===== src/design/pgcf_pkg.sv =====
// Shared types, codes and constants of the pixel gain, clamp and FITS scaler.
package pgcf_pkg;

  // Command codes of an input item
  localparam logic [1:0] OP_START = 2'd0;
  localparam logic [1:0] OP_PIXEL = 2'd1;
  localparam logic [1:0] OP_END   = 2'd2;

  // Status codes of a result item
  localparam logic [1:0] STAT_OK    = 2'd0;
  localparam logic [1:0] STAT_EXTRA = 2'd1;
  localparam logic [1:0] STAT_SHORT = 2'd2;

  // Configuration register indexes
  localparam logic [2:0] CFG_GAIN   = 3'd0;
  localparam logic [2:0] CFG_WIDTH  = 3'd1;
  localparam logic [2:0] CFG_HEIGHT = 3'd2;
  localparam logic [2:0] CFG_FRAMES = 3'd3;
  localparam logic [2:0] CFG_ZERO   = 3'd4;
  localparam logic [2:0] CFG_SCALE  = 3'd5;

  // Configuration reset values
  localparam logic [15:0] GAIN_RST   = 16'd1;
  localparam logic [14:0] WIDTH_RST  = 15'd0;
  localparam logic [14:0] HEIGHT_RST = 15'd0;
  localparam logic [15:0] FRAMES_RST = 16'd1;
  localparam logic [16:0] ZERO_RST   = 17'd32768;
  localparam logic [15:0] SCALE_RST  = 16'd256;

  // Sizes
  localparam int COUNT_BITS_DEF  = 44;
  localparam int QUEUE_DEPTH_DEF = 4;
  localparam int PROD_BITS       = 30;
  localparam int TOTAL_BITS      = 46;
  localparam int OFF_BITS        = 12;
  localparam int BLOCK_BYTES     = 2880;
  localparam logic [OFF_BITS-1:0] BLOCK_BYTES_W = OFF_BITS'(BLOCK_BYTES);
  localparam logic [OFF_BITS-1:0] WORD_BYTES    = 12'd2;

  // Cycles for the cube total to follow a configuration write
  localparam logic [1:0] SETTLE_CYCLES = 2'd2;

  // Configuration register file
  typedef struct packed {
    logic [15:0] software_gain;
    logic [14:0] frame_width;
    logic [14:0] frame_height;
    logic [15:0] frame_count;
    logic [16:0] zero_offset;
    logic [15:0] scale_q8;
  } cfg_t;

  // Classified command passed from front to back
  typedef struct packed {
    logic        is_pixel;
    logic [31:0] raw;
    logic [1:0]  status;
    logic [11:0] pad;
  } q_entry_t;

endpackage


===== src/design/pixel_gain_clamp_fits_scaler.sv =====
// Top level of the pixel gain, clamp and FITS 16-bit scaler with cube counter.
//
// Items enter on in_valid/in_ready: in_opcode selects start of cube, pixel or
// end of cube, in_raw_pixel carries the signed raw pixel. Every item gives
// exactly one result on out_valid/out_ready: the int16 FITS word (send high
// byte first), a word-valid flag, a status code and, at a complete end of
// cube, the zero padding bytes up to the next 2880-byte block.
// Registers are written on cfg_valid/cfg_ready (always ready) by index; the
// user must write them only while the block is idle, which the block itself
// does not enforce. Items are held off after a write while the cube total
// settles. In the back end, one shared divider produces two quotient bits a
// cycle, first for the gain divide and then for the scaling divide, between
// load, prepare and finish steps. A negative pixel skips the gain divide.
// Start, end, extra pixels and unused codes give their result straight from
// the idle state. Items pass a short command queue, and the back end takes
// one command at a time.
// Reset clears the counters, queue and output valid flag and restores the
// register defaults. When the receiver stalls, the result holds, the
// queue fills and then in_ready drops.
module pixel_gain_clamp_fits_scaler #(
  parameter int COUNT_BITS  = pgcf_pkg::COUNT_BITS_DEF,
  parameter int QUEUE_DEPTH = pgcf_pkg::QUEUE_DEPTH_DEF
) (
  input  logic               clk,
  input  logic               rst_n,
  input  logic               in_valid,
  output logic               in_ready,
  input  logic [1:0]         in_opcode,
  input  logic signed [31:0] in_raw_pixel,
  output logic               out_valid,
  input  logic               out_ready,
  output logic signed [15:0] out_scaled_word,
  output logic               out_word_valid,
  output logic [1:0]         out_status,
  output logic [11:0]        out_pad_bytes,
  input  logic               cfg_valid,
  output logic               cfg_ready,
  input  logic [2:0]         cfg_index,
  input  logic [16:0]        cfg_data
);
  import pgcf_pkg::*;

  cfg_t     cfg_r, cfg_nxt;
  logic     cfg_wr;
  logic     q_push, q_pop, q_full, q_not_empty;
  q_entry_t q_data, q_head;

  assign cfg_ready = 1'b1;
  assign cfg_wr    = cfg_valid && cfg_ready;

  // Write the addressed configuration register
  always_comb begin
    cfg_nxt = cfg_r;
    if (cfg_wr) begin
      case (cfg_index)
        CFG_GAIN:   cfg_nxt.software_gain = cfg_data[15:0];
        CFG_WIDTH:  cfg_nxt.frame_width   = cfg_data[14:0];
        CFG_HEIGHT: cfg_nxt.frame_height  = cfg_data[14:0];
        CFG_FRAMES: cfg_nxt.frame_count   = cfg_data[15:0];
        CFG_ZERO:   cfg_nxt.zero_offset   = cfg_data;
        CFG_SCALE:  cfg_nxt.scale_q8      = cfg_data[15:0];
        default:    cfg_nxt = cfg_r;
      endcase
    end
  end

  always_ff @(posedge clk) begin
    if (!rst_n) begin
      cfg_r.software_gain <= GAIN_RST;
      cfg_r.frame_width   <= WIDTH_RST;
      cfg_r.frame_height  <= HEIGHT_RST;
      cfg_r.frame_count   <= FRAMES_RST;
      cfg_r.zero_offset   <= ZERO_RST;
      cfg_r.scale_q8      <= SCALE_RST;
    end else begin
      cfg_r <= cfg_nxt;
    end
  end

  pgcf_front #(
    .COUNT_BITS (COUNT_BITS)
  ) u_front (
    .clk          (clk),
    .rst_n        (rst_n),
    .cfg          (cfg_r),
    .cfg_wr       (cfg_wr),
    .in_valid     (in_valid),
    .in_ready     (in_ready),
    .in_opcode    (in_opcode),
    .in_raw_pixel (in_raw_pixel),
    .q_full       (q_full),
    .q_push       (q_push),
    .q_data       (q_data)
  );

  pgcf_queue #(
    .QUEUE_DEPTH (QUEUE_DEPTH)
  ) u_queue (
    .clk       (clk),
    .rst_n     (rst_n),
    .push      (q_push),
    .push_data (q_data),
    .full      (q_full),
    .pop       (q_pop),
    .not_empty (q_not_empty),
    .head      (q_head)
  );

  pgcf_back u_back (
    .clk             (clk),
    .rst_n           (rst_n),
    .cfg             (cfg_r),
    .q_valid         (q_not_empty),
    .q_head          (q_head),
    .q_pop           (q_pop),
    .out_valid       (out_valid),
    .out_ready       (out_ready),
    .out_scaled_word (out_scaled_word),
    .out_word_valid  (out_word_valid),
    .out_status      (out_status),
    .out_pad_bytes   (out_pad_bytes)
  );

endmodule


===== src/design/pgcf_front.sv =====
// Front end: accepts items, keeps the pixel and byte counters, classifies each command.
module pgcf_front #(
  parameter int COUNT_BITS = pgcf_pkg::COUNT_BITS_DEF
) (
  input  logic                clk,
  input  logic                rst_n,
  input  pgcf_pkg::cfg_t      cfg,
  input  logic                cfg_wr,
  input  logic                in_valid,
  output logic                in_ready,
  input  logic [1:0]          in_opcode,
  input  logic signed [31:0]  in_raw_pixel,
  input  logic                q_full,
  output logic                q_push,
  output pgcf_pkg::q_entry_t  q_data
);
  import pgcf_pkg::*;

  localparam int CMP_BITS = (COUNT_BITS > TOTAL_BITS) ? COUNT_BITS : TOTAL_BITS;
  localparam logic [CMP_BITS-1:0] CNT_MASK = {CMP_BITS{1'b1}} >> (CMP_BITS - COUNT_BITS);

  logic [PROD_BITS-1:0]  prod_r, prod_nxt;
  logic [CMP_BITS-1:0]   total_r, total_nxt;
  logic [TOTAL_BITS-1:0] total_full;
  logic [CMP_BITS-1:0]   total_ext;
  logic [1:0]            settle_r, settle_nxt;
  logic [COUNT_BITS-1:0] count_r, count_nxt;
  logic [OFF_BITS-1:0]   off_r, off_nxt;
  logic                  accept;
  logic                  cube_full;

  // Cube total in two multiply stages, clamped to the counter range
  always_comb begin
    prod_nxt   = PROD_BITS'(cfg.frame_width) * PROD_BITS'(cfg.frame_height);
    total_full = TOTAL_BITS'(prod_r) * TOTAL_BITS'(cfg.frame_count);
    total_ext  = CMP_BITS'(total_full);
    total_nxt  = (total_ext > CNT_MASK) ? CNT_MASK : total_ext;
  end

  // Hold off items until the total follows a configuration write
  always_comb begin
    settle_nxt = settle_r;
    if (cfg_wr) begin
      settle_nxt = SETTLE_CYCLES;
    end else if (settle_r != 2'd0) begin
      settle_nxt = settle_r - 2'd1;
    end
  end

  assign in_ready  = !q_full && (settle_r == 2'd0);
  assign accept    = in_valid && in_ready;
  assign cube_full = (CMP_BITS'(count_r) >= total_r);

  // Classify the command and advance the counters
  always_comb begin
    count_nxt       = count_r;
    off_nxt         = off_r;
    q_push          = accept;
    q_data.is_pixel = 1'b0;
    q_data.raw      = in_raw_pixel;
    q_data.status   = STAT_OK;
    q_data.pad      = '0;
    if (accept) begin
      case (in_opcode)
        OP_START: begin
          count_nxt = '0;
          off_nxt   = '0;
        end
        OP_PIXEL: begin
          if (cube_full) begin
            q_data.status = STAT_EXTRA;
          end else begin
            q_data.is_pixel = 1'b1;
            count_nxt       = count_r + COUNT_BITS'(1);
            off_nxt         = (off_r == BLOCK_BYTES_W - WORD_BYTES) ? '0 : off_r + WORD_BYTES;
          end
        end
        OP_END: begin
          if (!cube_full) begin
            q_data.status = STAT_SHORT;
          end else begin
            q_data.pad = (off_r == '0) ? '0 : BLOCK_BYTES_W - off_r;
          end
        end
        default: begin
          // unused code: plain all-zero result
        end
      endcase
    end
  end

  always_ff @(posedge clk) begin
    if (!rst_n) begin
      prod_r   <= '0;
      total_r  <= '0;
      settle_r <= '0;
      count_r  <= '0;
      off_r    <= '0;
    end else begin
      prod_r   <= prod_nxt;
      total_r  <= total_nxt;
      settle_r <= settle_nxt;
      count_r  <= count_nxt;
      off_r    <= off_nxt;
    end
  end

endmodule


===== src/design/pgcf_queue.sv =====
// Short queue of classified commands between front and back.
module pgcf_queue #(
  parameter int QUEUE_DEPTH = pgcf_pkg::QUEUE_DEPTH_DEF
) (
  input  logic               clk,
  input  logic               rst_n,
  input  logic               push,
  input  pgcf_pkg::q_entry_t push_data,
  output logic               full,
  input  logic               pop,
  output logic               not_empty,
  output pgcf_pkg::q_entry_t head
);
  import pgcf_pkg::*;

  localparam int PTR_BITS = $clog2(QUEUE_DEPTH);
  localparam int CNT_BITS = $clog2(QUEUE_DEPTH + 1);
  localparam logic [PTR_BITS-1:0] LAST_PTR = PTR_BITS'(QUEUE_DEPTH - 1);
  localparam logic [CNT_BITS-1:0] DEPTH_W  = CNT_BITS'(QUEUE_DEPTH);

  q_entry_t             mem_r [QUEUE_DEPTH];
  logic [PTR_BITS-1:0]  wr_ptr_r, wr_ptr_nxt;
  logic [PTR_BITS-1:0]  rd_ptr_r, rd_ptr_nxt;
  logic [CNT_BITS-1:0]  count_r, count_nxt;

  assign full      = (count_r == DEPTH_W);
  assign not_empty = (count_r != '0);
  assign head      = mem_r[rd_ptr_r];

  // Advance pointers and fill level
  always_comb begin
    wr_ptr_nxt = wr_ptr_r;
    rd_ptr_nxt = rd_ptr_r;
    count_nxt  = count_r;
    if (push) begin
      wr_ptr_nxt = (wr_ptr_r == LAST_PTR) ? '0 : wr_ptr_r + PTR_BITS'(1);
    end
    if (pop) begin
      rd_ptr_nxt = (rd_ptr_r == LAST_PTR) ? '0 : rd_ptr_r + PTR_BITS'(1);
    end
    case ({push, pop})
      2'b10:   count_nxt = count_r + CNT_BITS'(1);
      2'b01:   count_nxt = count_r - CNT_BITS'(1);
      default: count_nxt = count_r;
    endcase
  end

  always_ff @(posedge clk) begin
    if (push) begin
      mem_r[wr_ptr_r] <= push_data;
    end
  end

  always_ff @(posedge clk) begin
    if (!rst_n) begin
      wr_ptr_r <= '0;
      rd_ptr_r <= '0;
      count_r  <= '0;
    end else begin
      wr_ptr_r <= wr_ptr_nxt;
      rd_ptr_r <= rd_ptr_nxt;
      count_r  <= count_nxt;
    end
  end

endmodule


===== src/design/pgcf_back.sv =====
// Back end: gain divide, clamp and FITS scaling on a shared radix-4 divider, output register.
module pgcf_back (
  input  logic               clk,
  input  logic               rst_n,
  input  pgcf_pkg::cfg_t     cfg,
  input  logic               q_valid,
  input  pgcf_pkg::q_entry_t q_head,
  output logic               q_pop,
  output logic               out_valid,
  input  logic               out_ready,
  output logic signed [15:0] out_scaled_word,
  output logic               out_word_valid,
  output logic [1:0]         out_status,
  output logic [11:0]        out_pad_bytes
);
  import pgcf_pkg::*;

  localparam logic [2:0] S_IDLE = 3'd0;
  localparam logic [2:0] S_DIV1 = 3'd1;
  localparam logic [2:0] S_PREP = 3'd2;
  localparam logic [2:0] S_DIV2 = 3'd3;
  localparam logic [2:0] S_DONE = 3'd4;

  // Two quotient bits per cycle: 32-bit gain pass, 26-bit scale pass
  localparam logic [3:0] DIV1_LAST = 4'd15;
  localparam logic [3:0] DIV2_LAST = 4'd12;

  logic [2:0]  state_r, state_nxt;
  logic [31:0] shreg_r, shreg_nxt;
  logic [15:0] rem_r, rem_nxt;
  logic [3:0]  cnt_r, cnt_nxt;
  logic        neg_r, neg_nxt;
  logic        out_valid_r, out_valid_nxt;
  logic [15:0] word_r, word_nxt;
  logic        wvalid_r, wvalid_nxt;
  logic [1:0]  status_r, status_nxt;
  logic [11:0] pad_r, pad_nxt;

  logic        out_free;
  logic [15:0] gain_eff, scale_eff, dvs;
  logic [16:0] s1, s2;
  logic [15:0] u;
  logic signed [17:0] diff;
  logic [16:0] mag;
  logic [25:0] qmag;
  logic [15:0] word_pix;

  // One restoring step: returns {remainder, quotient bit}
  function automatic logic [16:0] div_step(input logic [15:0] rem, input logic din,
                                           input logic [15:0] d);
    logic [16:0] t;
    t = {rem, din};
    if (t >= {1'b0, d}) begin
      div_step = {16'(t - {1'b0, d}), 1'b1};
    end else begin
      div_step = {t[15:0], 1'b0};
    end
  endfunction

  assign out_free  = !out_valid_r || out_ready;
  assign gain_eff  = (cfg.software_gain == '0) ? 16'd1 : cfg.software_gain;
  assign scale_eff = (cfg.scale_q8 == '0) ? 16'd1 : cfg.scale_q8;
  assign dvs       = (state_r == S_DIV1) ? gain_eff : scale_eff;

  // Shared divider datapath, two steps a cycle
  always_comb begin
    s1 = div_step(rem_r, shreg_r[31], dvs);
    s2 = div_step(s1[16:1], shreg_r[30], dvs);
  end

  // Clamp the gain quotient and form the scaling numerator magnitude
  always_comb begin
    u    = (|shreg_r[30:16]) ? 16'hFFFF : shreg_r[15:0];
    diff = $signed({2'b00, u}) - $signed({cfg.zero_offset[16], cfg.zero_offset});
    mag  = diff[17] ? 17'(-diff) : diff[16:0];
  end

  // Floor on negative numerators, then saturate to int16
  always_comb begin
    qmag = {1'b0, shreg_r[24:0]};
    if (neg_r) begin
      qmag = {1'b0, shreg_r[24:0]} + 26'(rem_r != '0);
      word_pix = (qmag > 26'd32768) ? 16'h8000 : 16'(26'd0 - qmag);
    end else begin
      word_pix = (qmag > 26'd32767) ? 16'h7FFF : qmag[15:0];
    end
  end

  // Sequence one command at a time
  always_comb begin
    state_nxt     = state_r;
    shreg_nxt     = shreg_r;
    rem_nxt       = rem_r;
    cnt_nxt       = cnt_r;
    neg_nxt       = neg_r;
    out_valid_nxt = out_valid_r && !out_ready;
    word_nxt      = word_r;
    wvalid_nxt    = wvalid_r;
    status_nxt    = status_r;
    pad_nxt       = pad_r;
    q_pop         = 1'b0;
    case (state_r)
      S_IDLE: begin
        if (q_valid) begin
          if (q_head.is_pixel) begin
            q_pop     = 1'b1;
            rem_nxt   = '0;
            cnt_nxt   = DIV1_LAST;
            shreg_nxt = q_head.raw[31] ? '0 : q_head.raw;
            state_nxt = q_head.raw[31] ? S_PREP : S_DIV1;
          end else if (out_free) begin
            q_pop         = 1'b1;
            out_valid_nxt = 1'b1;
            word_nxt      = '0;
            wvalid_nxt    = 1'b0;
            status_nxt    = q_head.status;
            pad_nxt       = q_head.pad;
          end
        end
      end
      S_DIV1: begin
        shreg_nxt = {shreg_r[29:0], s1[0], s2[0]};
        rem_nxt   = s2[16:1];
        cnt_nxt   = cnt_r - 4'd1;
        if (cnt_r == '0) begin
          state_nxt = S_PREP;
        end
      end
      S_PREP: begin
        shreg_nxt = {1'b0, mag, 8'd0, 6'd0};
        rem_nxt   = '0;
        cnt_nxt   = DIV2_LAST;
        neg_nxt   = diff[17];
        state_nxt = S_DIV2;
      end
      S_DIV2: begin
        shreg_nxt = {shreg_r[29:0], s1[0], s2[0]};
        rem_nxt   = s2[16:1];
        cnt_nxt   = cnt_r - 4'd1;
        if (cnt_r == '0) begin
          state_nxt = S_DONE;
        end
      end
      S_DONE: begin
        if (out_free) begin
          out_valid_nxt = 1'b1;
          word_nxt      = word_pix;
          wvalid_nxt    = 1'b1;
          status_nxt    = STAT_OK;
          pad_nxt       = '0;
          state_nxt     = S_IDLE;
        end
      end
      default: begin
        state_nxt = S_IDLE;
      end
    endcase
  end

  always_ff @(posedge clk) begin
    if (!rst_n) begin
      state_r     <= S_IDLE;
      out_valid_r <= 1'b0;
    end else begin
      state_r     <= state_nxt;
      out_valid_r <= out_valid_nxt;
    end
  end

  always_ff @(posedge clk) begin
    shreg_r  <= shreg_nxt;
    rem_r    <= rem_nxt;
    cnt_r    <= cnt_nxt;
    neg_r    <= neg_nxt;
    word_r   <= word_nxt;
    wvalid_r <= wvalid_nxt;
    status_r <= status_nxt;
    pad_r    <= pad_nxt;
  end

  assign out_valid       = out_valid_r;
  assign out_scaled_word = $signed(word_r);
  assign out_word_valid  = wvalid_r;
  assign out_status      = status_r;
  assign out_pad_bytes   = pad_r;

  // Commands leave the queue only between pixels
  a_pop_idle: assert property (@(posedge clk) disable iff (!rst_n)
    q_pop |-> (state_r == S_IDLE))
    else $error("queue popped while a pixel is in progress");

  // Divider passes count down one step a cycle
  a_div_count: assert property (@(posedge clk) disable iff (!rst_n)
    ((state_r == S_DIV1 || state_r == S_DIV2) && cnt_r != '0) |=>
      (state_r == $past(state_r) && cnt_r == $past(cnt_r) - 4'd1))
    else $error("divider pass left early or skipped a step");

  // A finished pixel lands in the output register
  a_done_load: assert property (@(posedge clk) disable iff (!rst_n)
    (state_r == S_DONE && out_free) |=> (out_valid_r && wvalid_r && state_r == S_IDLE))
    else $error("finished pixel not loaded");

  // A pixel word never carries a status or padding
  a_word_clean: assert property (@(posedge clk) disable iff (!rst_n)
    (out_valid_r && wvalid_r) |-> (status_r == STAT_OK && pad_r == '0))
    else $error("pixel result with nonzero status or padding");

endmodule


===== config.mk =====
export PLATFORM = sky130hd
export DESIGN_NAME = pixel_gain_clamp_fits_scaler
export DESIGN_NICKNAME = d
export VERILOG_FILES = /design/src/design/pgcf_pkg.sv /design/src/design/pixel_gain_clamp_fits_scaler.sv /design/src/design/pgcf_front.sv /design/src/design/pgcf_queue.sv /design/src/design/pgcf_back.sv
export SDC_FILE = /design/constraint.sdc
export NUM_CORES = 2
export LEC_CHECK = 0
export BUFFER_PORTS_ARGS = -buffer_cell sky130_fd_sc_hd__clkbuf_2
export CAP_MARGIN = 20
export CORE_MARGIN = 3
export CORE_UTILIZATION = 46
export CTS_CLUSTER_SIZE = 30
export DETAILED_ROUTE_END_ITERATION = 10
export PLACE_DENSITY = 0.63
export SYNTH_ARGS = -nofsm -noshare
export SYNTH_HDL_FRONTEND = slang
export SYNTH_HIERARCHICAL = 1
export SYNTH_SLANG_ARGS = --single-unit

===== constraint.sdc =====
create_clock -name clk -period 17.4 [get_ports clk]
set_input_delay 2.61 -clock clk [delete_from_list [all_inputs] [get_ports clk]]
set_output_delay 2.61 -clock clk [all_outputs]
set_load 0.02 [all_outputs]

# Word-level counts from Yosys, hierarchy flattened
# Memories as Yosys holds them, arrays and structs flattened. A register that Yosys moved wholly into a read port is not among the register bits.
# Index checks and enable logic that the tools add are counted.
[totals] register_bits=324 latchBits=0 mem_bits_rw=188 mem_bits_ro=0 output_inout_bits=34 memories=1
[op_classes] addsub=15 n_mul=2 div=0 n_lt_le_gt_ge=6 eq_ne=25 shift=0 n_mux=80 bitwise=1 n_reduce_logical=37
[mem_list] name="u_queue.mem_r" words=4 word_bits=47 rd=1 rd_ports_with_merged_regs=1 wr=1 line="pgcf_queue.sv:21" text="q_entry_t mem_r [QUEUE_DEPTH];"
[op_table] op="two-way mux 16 bit" count=13
[op_table] op="two-way mux 12 bit" count=9
[op_table] op="one-hot mux 32 bit (3 select lines)" count=1
[op_table] op="two-way mux 44 bit" count=2
[op_table] op="one-hot mux 44 bit (2 select lines)" count=1
[op_table] op="two-way mux 32 bit" count=2
[op_table] op="two-way mux 17 bit" count=3
[op_table] op="one-hot mux 12 bit (2 select lines)" count=2
[op_table] op="one-hot mux 16 bit (3 select lines)" count=1
[op_table] op="greater-or-equal comparator 44 x 46 -> 1 bit" count=1
[op_table] op="greater-than comparator 46 x 44 -> 1 bit, second input constant" count=1
[op_table] op="multiplier 30 x 16 -> 46 bit" count=1
[op_table] op="adder 44 x 1 -> 44 bit, second input constant" count=1
[op_table] op="greater-or-equal comparator 17 x 16 -> 1 bit" count=2
[op_table] op="logical NOT 16 bit" count=2
[op_table] op="one-hot mux 16 bit (2 select lines)" count=1
[op_table] op="subtractor 16 bit" count=2
[op_table] op="two-way mux 31 bit" count=1
[op_table] op="multiplier 15 x 15 -> 30 bit" count=1
[op_table] op="adder 25 x 1 -> 26 bit" count=1
[op_table] op="greater-than comparator 26 x 16 -> 1 bit, second input constant" count=1
[op_table] op="greater-than comparator 25 x 15 -> 1 bit, second input constant" count=1
[op_table] op="two-way mux 2 bit" count=12
[op_table] op="subtractor 17 x 17 -> 18 bit" count=1
[op_table] op="42 further kinds" count=103

# Logic depth before layout (Yosys ltp)
[depth] word_depth=8 mapped_depth=28

# Cells and area by module
# Netlist, hierarchy kept.
[modules_own_cells] mod="pgcf_front" instances=1 cells_per_inst=3431 area_each_um2=29519.6 seq_area_each_um2=2662.6
[modules_own_cells] mod="pgcf_back" instances=1 cells_per_inst=950 area_each_um2=8139.1 seq_area_each_um2=2602.5
[modules_own_cells] mod="pgcf_queue" instances=1 cells_per_inst=292 area_each_um2=7272.0 seq_area_each_um2=5825.6
[modules_own_cells] mod="pixel_gain_clamp_fits_scaler" instances=1 cells_per_inst=340 area_each_um2=3517.1 seq_area_each_um2=1901.8

# Worst setup path before layout
# No wires, ideal clock.
[synth_timing] path_type="register to register" startpoint="register u_front.prod_r[25]" endpoint="register u_front.total_r[38]" setup_ps=115 arrival_time_ps=6287 required_ps=17285 slack_ps=10999 path_stages_with_launch=26 path_buffers=3 cell_sequence="dfxtp_1 > clkbuf_1 > nand2_1 > fa_1 > inv_1 > fa_1 > inv_1 > fa_1 > inv_1 > fa_1 > fa_1 > inv_1 > fa_1 > inv_1 > ha_1 > clkbuf_1 > and4_1 > and2_1 > a221oi_1 > nand2b_1 > a31o_2 > nor3_1 > or4_1 > o211ai_2 > buf_2 > o21a_1"
[synth_via] elab_chain_len=3
[synth_lines] element="start, declared" line="pgcf_front.sv:22" text="logic [PROD_BITS-1:0] prod_r, prod_nxt;"
[synth_lines] element="start signal, assigned" line="pgcf_front.sv:100" text="prod_r <= prod_nxt;"
[synth_lines] element="multiplier 30 x 16 -> 46 bit *" line="pgcf_front.sv:35" text="total_full = TOTAL_BITS'(prod_r) * TOTAL_BITS'(cfg.frame_count);"
[synth_lines] element="greater-than comparator 46 x 44 -> 1 bit" line="pgcf_front.sv:37" text="total_nxt = (total_ext > CNT_MASK) ? CNT_MASK : total_ext;"
[synth_lines] element="two-way mux 44 bit *" line="pgcf_front.sv:37"
[synth_lines] element="end signal, assigned" line="pgcf_front.sv:101" text="total_r <= total_nxt;"
[synth_lines] element="end, declared" line="pgcf_front.sv:23" text="logic [CMP_BITS-1:0] total_r, total_nxt;"
# Mark *: on every way between the ends. The rest lies on a longest branch, timed or not.
# A chain may end at the register's enable or synchronous reset.

# Worst setup path after layout
[layout_timing] startpoint="register u_back.state_r[0]" endpoint="register u_back.rem_r[12] (data pin)"
[layout_via] elab_chain_len=7 word_cells_on_any_way=13 classes_between="add/sub (2); order compare (2); eq/ne (3); mux (4); reduce/logical (2)"
[layout_lines] element="start, declared" line="pgcf_back.sv:28" text="logic [2:0] state_r, state_nxt;"
[layout_lines] element="start signal, assigned" line="pgcf_back.sv:165" text="state_r <= state_nxt;"
[layout_lines] element="== test 3 x 1 -> 1 bit" line="pgcf_back.sv:63, pgcf_back.sv:102"
[layout_lines] element="two-way mux 16 bit" line="pgcf_back.sv:63" text="assign dvs = (state_r == S_DIV1) ? gain_eff : scale_eff;"
[layout_lines] element="subtractor 16 bit or greater-or-equal comparator 17 x 16 -> 1 bit (tied branches)" line="pgcf_back.sv:54, pgcf_back.sv:53"
[layout_lines] element="two-way mux 17 bit" line="pgcf_back.sv:53" text="if (t >= {1'b0, d}) begin"
[layout_lines] element="subtractor 16 bit or greater-or-equal comparator 17 x 16 -> 1 bit (tied branches)" line="pgcf_back.sv:54, pgcf_back.sv:53"
[layout_lines] element="two-way mux 17 bit" line="pgcf_back.sv:53"
[layout_lines] element="one-hot mux 16 bit (3 select lines) *" line="pgcf_back.sv:102" text="case (state_r)"
[layout_lines] element="end signal, assigned" line="pgcf_back.sv:172" text="rem_r <= rem_nxt;"
[layout_lines] element="end, declared" line="pgcf_back.sv:30" text="logic [15:0] rem_r, rem_nxt;"
# Marks and branches as above.

==> impl_metrics.toml <==
[run_status]
outcome = "completed"

[routing]
wire_per_inst_um = 18.65
first_pass_iters = 5
drc = 0
wl_um = 118700
drtIter0Drc = 2379
route.antenna.remaining_nets = 0
viasPerCell = 5.413
vias = 34470

[floorplanning]
io_pins = 93
core_area_um2 = 104100
die_x_um = 330.5
rows = 118
die_area_um2 = 109300
start_util_pct = 46.55
die_y_um = 330.5

[logic_synthesis]
synth_cells = 5013
synth_commonest_cells = "inv_1, nand2_1, fa_1"
syn_area_um2 = 48450
netlist.area_leader.share_pct = 23.18
synth-edff-count = 272
synth_seq_area_share_pct = 26.82
yosysTopAreaCell = "fa_1"
ys_ff_latch = 513
yosysMostFrequentCell = "inv_1"
synth_warnings = 6
synth.distinct_cells = 102
synth-main-ff-cell = "edfxtp_1"
ys_top_cells_by_area = "fa_1, edfxtp_1, dfxtp_1, ha_1, inv_1"
avgSynthCellArea_um2 = 9.664
async_flop_share_pct = 0

[placed_design]
place.detailed.hpwl_um = 88210
dpl_cell_area_um2 = 49700
post-place-cells = 6251
gp_congestion = 0.8550
port_buffers = 91

[final_layout]
nNetsFinal = 5874
syn_to_final_growth_pct = 6.898
final_cell_area_um2 = 51790
stdcell_count = 6368
drive_above_1_share_pct = 6.623

[worst_setup_path]
crit_type = "reg2reg"
startpoint_type = "flop"
crit_fanout = 25
endpoint_kind = "flop"
crit_arrival_ns = 8.53
required_ns = 17.80

[sta]
clock.fmax_mhz = 123.0
slew_headroom_pct = 28.49
finalSetupViolCount = 0
holdWs_ns = 0.4567
maxSlewViolCount = 0
period_share_pct = 46.71
min_period_ns = 8.127
finalClockSkew_ns = 0.05560
hold_viol = 0
rsz0062_at_grt = "no"
worst_pin_slew_ns = 1.067
timing.setup.tns_ns = 0

[grt]
grt_pass1_vias = 35140
antenna_found_initial = 10
grt_overflow = 0
grt_pass1_wl_um = 193900
grt_max_degree = 101
grt_use_total_pct = 22.18

[min_path]
min_path_type = "reg2reg"

[clock_network]
clock_path_buffers = 3
path_clk_slew_ns = 0.06
clk_latency_ns = 0.64
cts_resized = 0
cts_tree = "yes"
holdBufCountCts = 0
cts_buffers = 57
root_buffer = "clkbuf_16"
cts-htree-levels = 2
clock_sinks = 513
post_cts_buffers = 0

[run]
maxCapViolCount = 0

[power_and_ir_drop]
p_leak_uw = 0.02293
power_density_nw_per_um2 = 87.53
ir_drop_uv = 98.19
## logic make-up (layout without fill, tap and decap cells)
| group | count (synthesis) | in the layout | synth area share, % |
|---|---|---|---|
| AND/OR/NAND/NOR | 1619 | 1619 | 16.73 |
| buffers and inverters | 1008 | 976 | 8.365 |
| adder cells (fa/ha/maj) | 882 | 882 | 31.47 |
| AO/OA/AOI/OAI | 677 | 677 | 9.313 |
| flip-flops | 513 | 513 | 26.82 |
| multiplexers | 166 | 166 | 4.654 |
| XOR/XNOR | 146 | 146 | 2.639 |
| other | 2 | 9 | 0.01550 |
## cells in the final DEF, fill, tap and decap left out, types with 15 or more instances in the layout
cell / Yosys / routed
inv_1: 733 / 733
nand2_1: 697 / 697
fa_1: 561 / 561
and2_1: 368 / 364
ha_1: 320 / 320
edfxtp_1: 272 / 272
dfxtp_1: 241 / 239
a21oi_1: 171 / 171
nor2_1: 139 / 137
o21ai_0: 131 / 131
mux2i_1: 115 / 115
clkbuf_2: 1 / 92
xnor2_1: 88 / 88
nand3_1: 76 / 76
a21o_1: 61 / 61
clkbuf_16: 0 / 59
xor2_1: 58 / 58
o21a_1: 52 / 52
mux4_2: 47 / 47
buf_4: 37 / 40
or4_1: 39 / 39
nand2b_1: 39 / 39
and3_1: 39 / 39
nand4_1: 38 / 38
nor3_1: 37 / 37
nor2b_1: 36 / 34
o211ai_1: 32 / 32
a22oi_1: 28 / 28
a211oi_1: 25 / 25
nor4_1: 25 / 24
o21bai_1: 18 / 18
or3_1: 15 / 15
o31ai_1: 15 / 15
## metrics by stage
stage	total power, µW	util, %	setup WS (ns)
floorplan	2846	-	11.00
global route	4790	49.75	8.531
detailed placement	3242	47.75	9.448
finish	4533	49.76	9.273
global placement	3245	47.75	9.622
CTS	4541	49.68	9.408
## worst max-delay path: stages, from the launching register on
cell and delay [ns]:
dfxtp_1 0.60, or3b_1 0.75, a31oi_1 0.90, a22oi_1 0.29
ha_1 0.46, and4_1 0.28, and4_1 0.23, nor4bb_1 0.13
a2111o_1 0.51, nor3_4 0.82, o21ai_0 0.27, ha_1 0.43
a21o_1 0.21, a21o_1 0.18, a21oi_1 0.20, o21ai_0 0.17
a21oi_1 0.21, o21ai_0 0.17, nor3b_4 0.27, o221ai_4 0.33
nand3_1 0.21, mux2i_1 0.08, a31o_1 0.18
## report_power, final
part	switching (µW)	total, µW	leakage, µW	internal [µW]
sequential	154	1640	0.00449	1480
clock	520	1280	0.000967	765
combinational	972	1610	0.0175	637
total	1650	4530	0.0229	2890
## path summary, 6_finish.rpt
kind	from	to	slack, ns	depth (start not counted)
hold / removal	cfg_r[36]$_SDFFE_PN0P_	cfg_r[36]$_SDFFE_PN0P_	0.46	2
hold reg to reg	cfg_r[36]$_SDFFE_PN0P_	cfg_r[36]$_SDFFE_PN0P_	0.46	2
setup / recovery	u_back/state_r[0]$_SDFFE_PN0P_	u_back/rem_r[12]$_SDFFCE_PP0P_	9.27	22
setup reg to reg	u_back/state_r[0]$_SDFFE_PN0P_	u_back/rem_r[12]$_SDFFCE_PP0P_	9.27	22
## flip-flops by register name, summed over array words and instances, names as in the netlist, 4 cells and up, named ones only
register / flops
u_queue/mem_r: 188
u_back/cnt_r: 4
u_front/off_r: 11
u_back/rem_r: 16
u_back/out_pad_bytes: 12
u_front/prod_r: 30
cfg_r: 95
u_front/count_r: 44
u_back/out_scaled_word: 16
u_back/shreg_r: 32
u_front/total_r: 46
## metal layers
layer  GRT usage (%)  vias up  routed length (µm)  share of wire [%]
met5               0        -                  58              0.049
met4           4.610       10                2258                1.9
met3           3.872      157                6928                5.8
met2           35.01      820               54080                 46
met1           32.17    17160               55420                 47
li1                -    16320                   -                  -
## cell type report
type                    instances  area, µm²
diodes                          5      12.51
clock buffers                  65       1529
clock inverters                43      484.2
fillers                      9579      52300
inverters                     733       2751
multi-input cells            3494      31460
flip-flops and latches        513      13000
well taps                    1380       1727
repair buffers                135      827.0
Note: power is estimated with default switching activity, not from simulation.
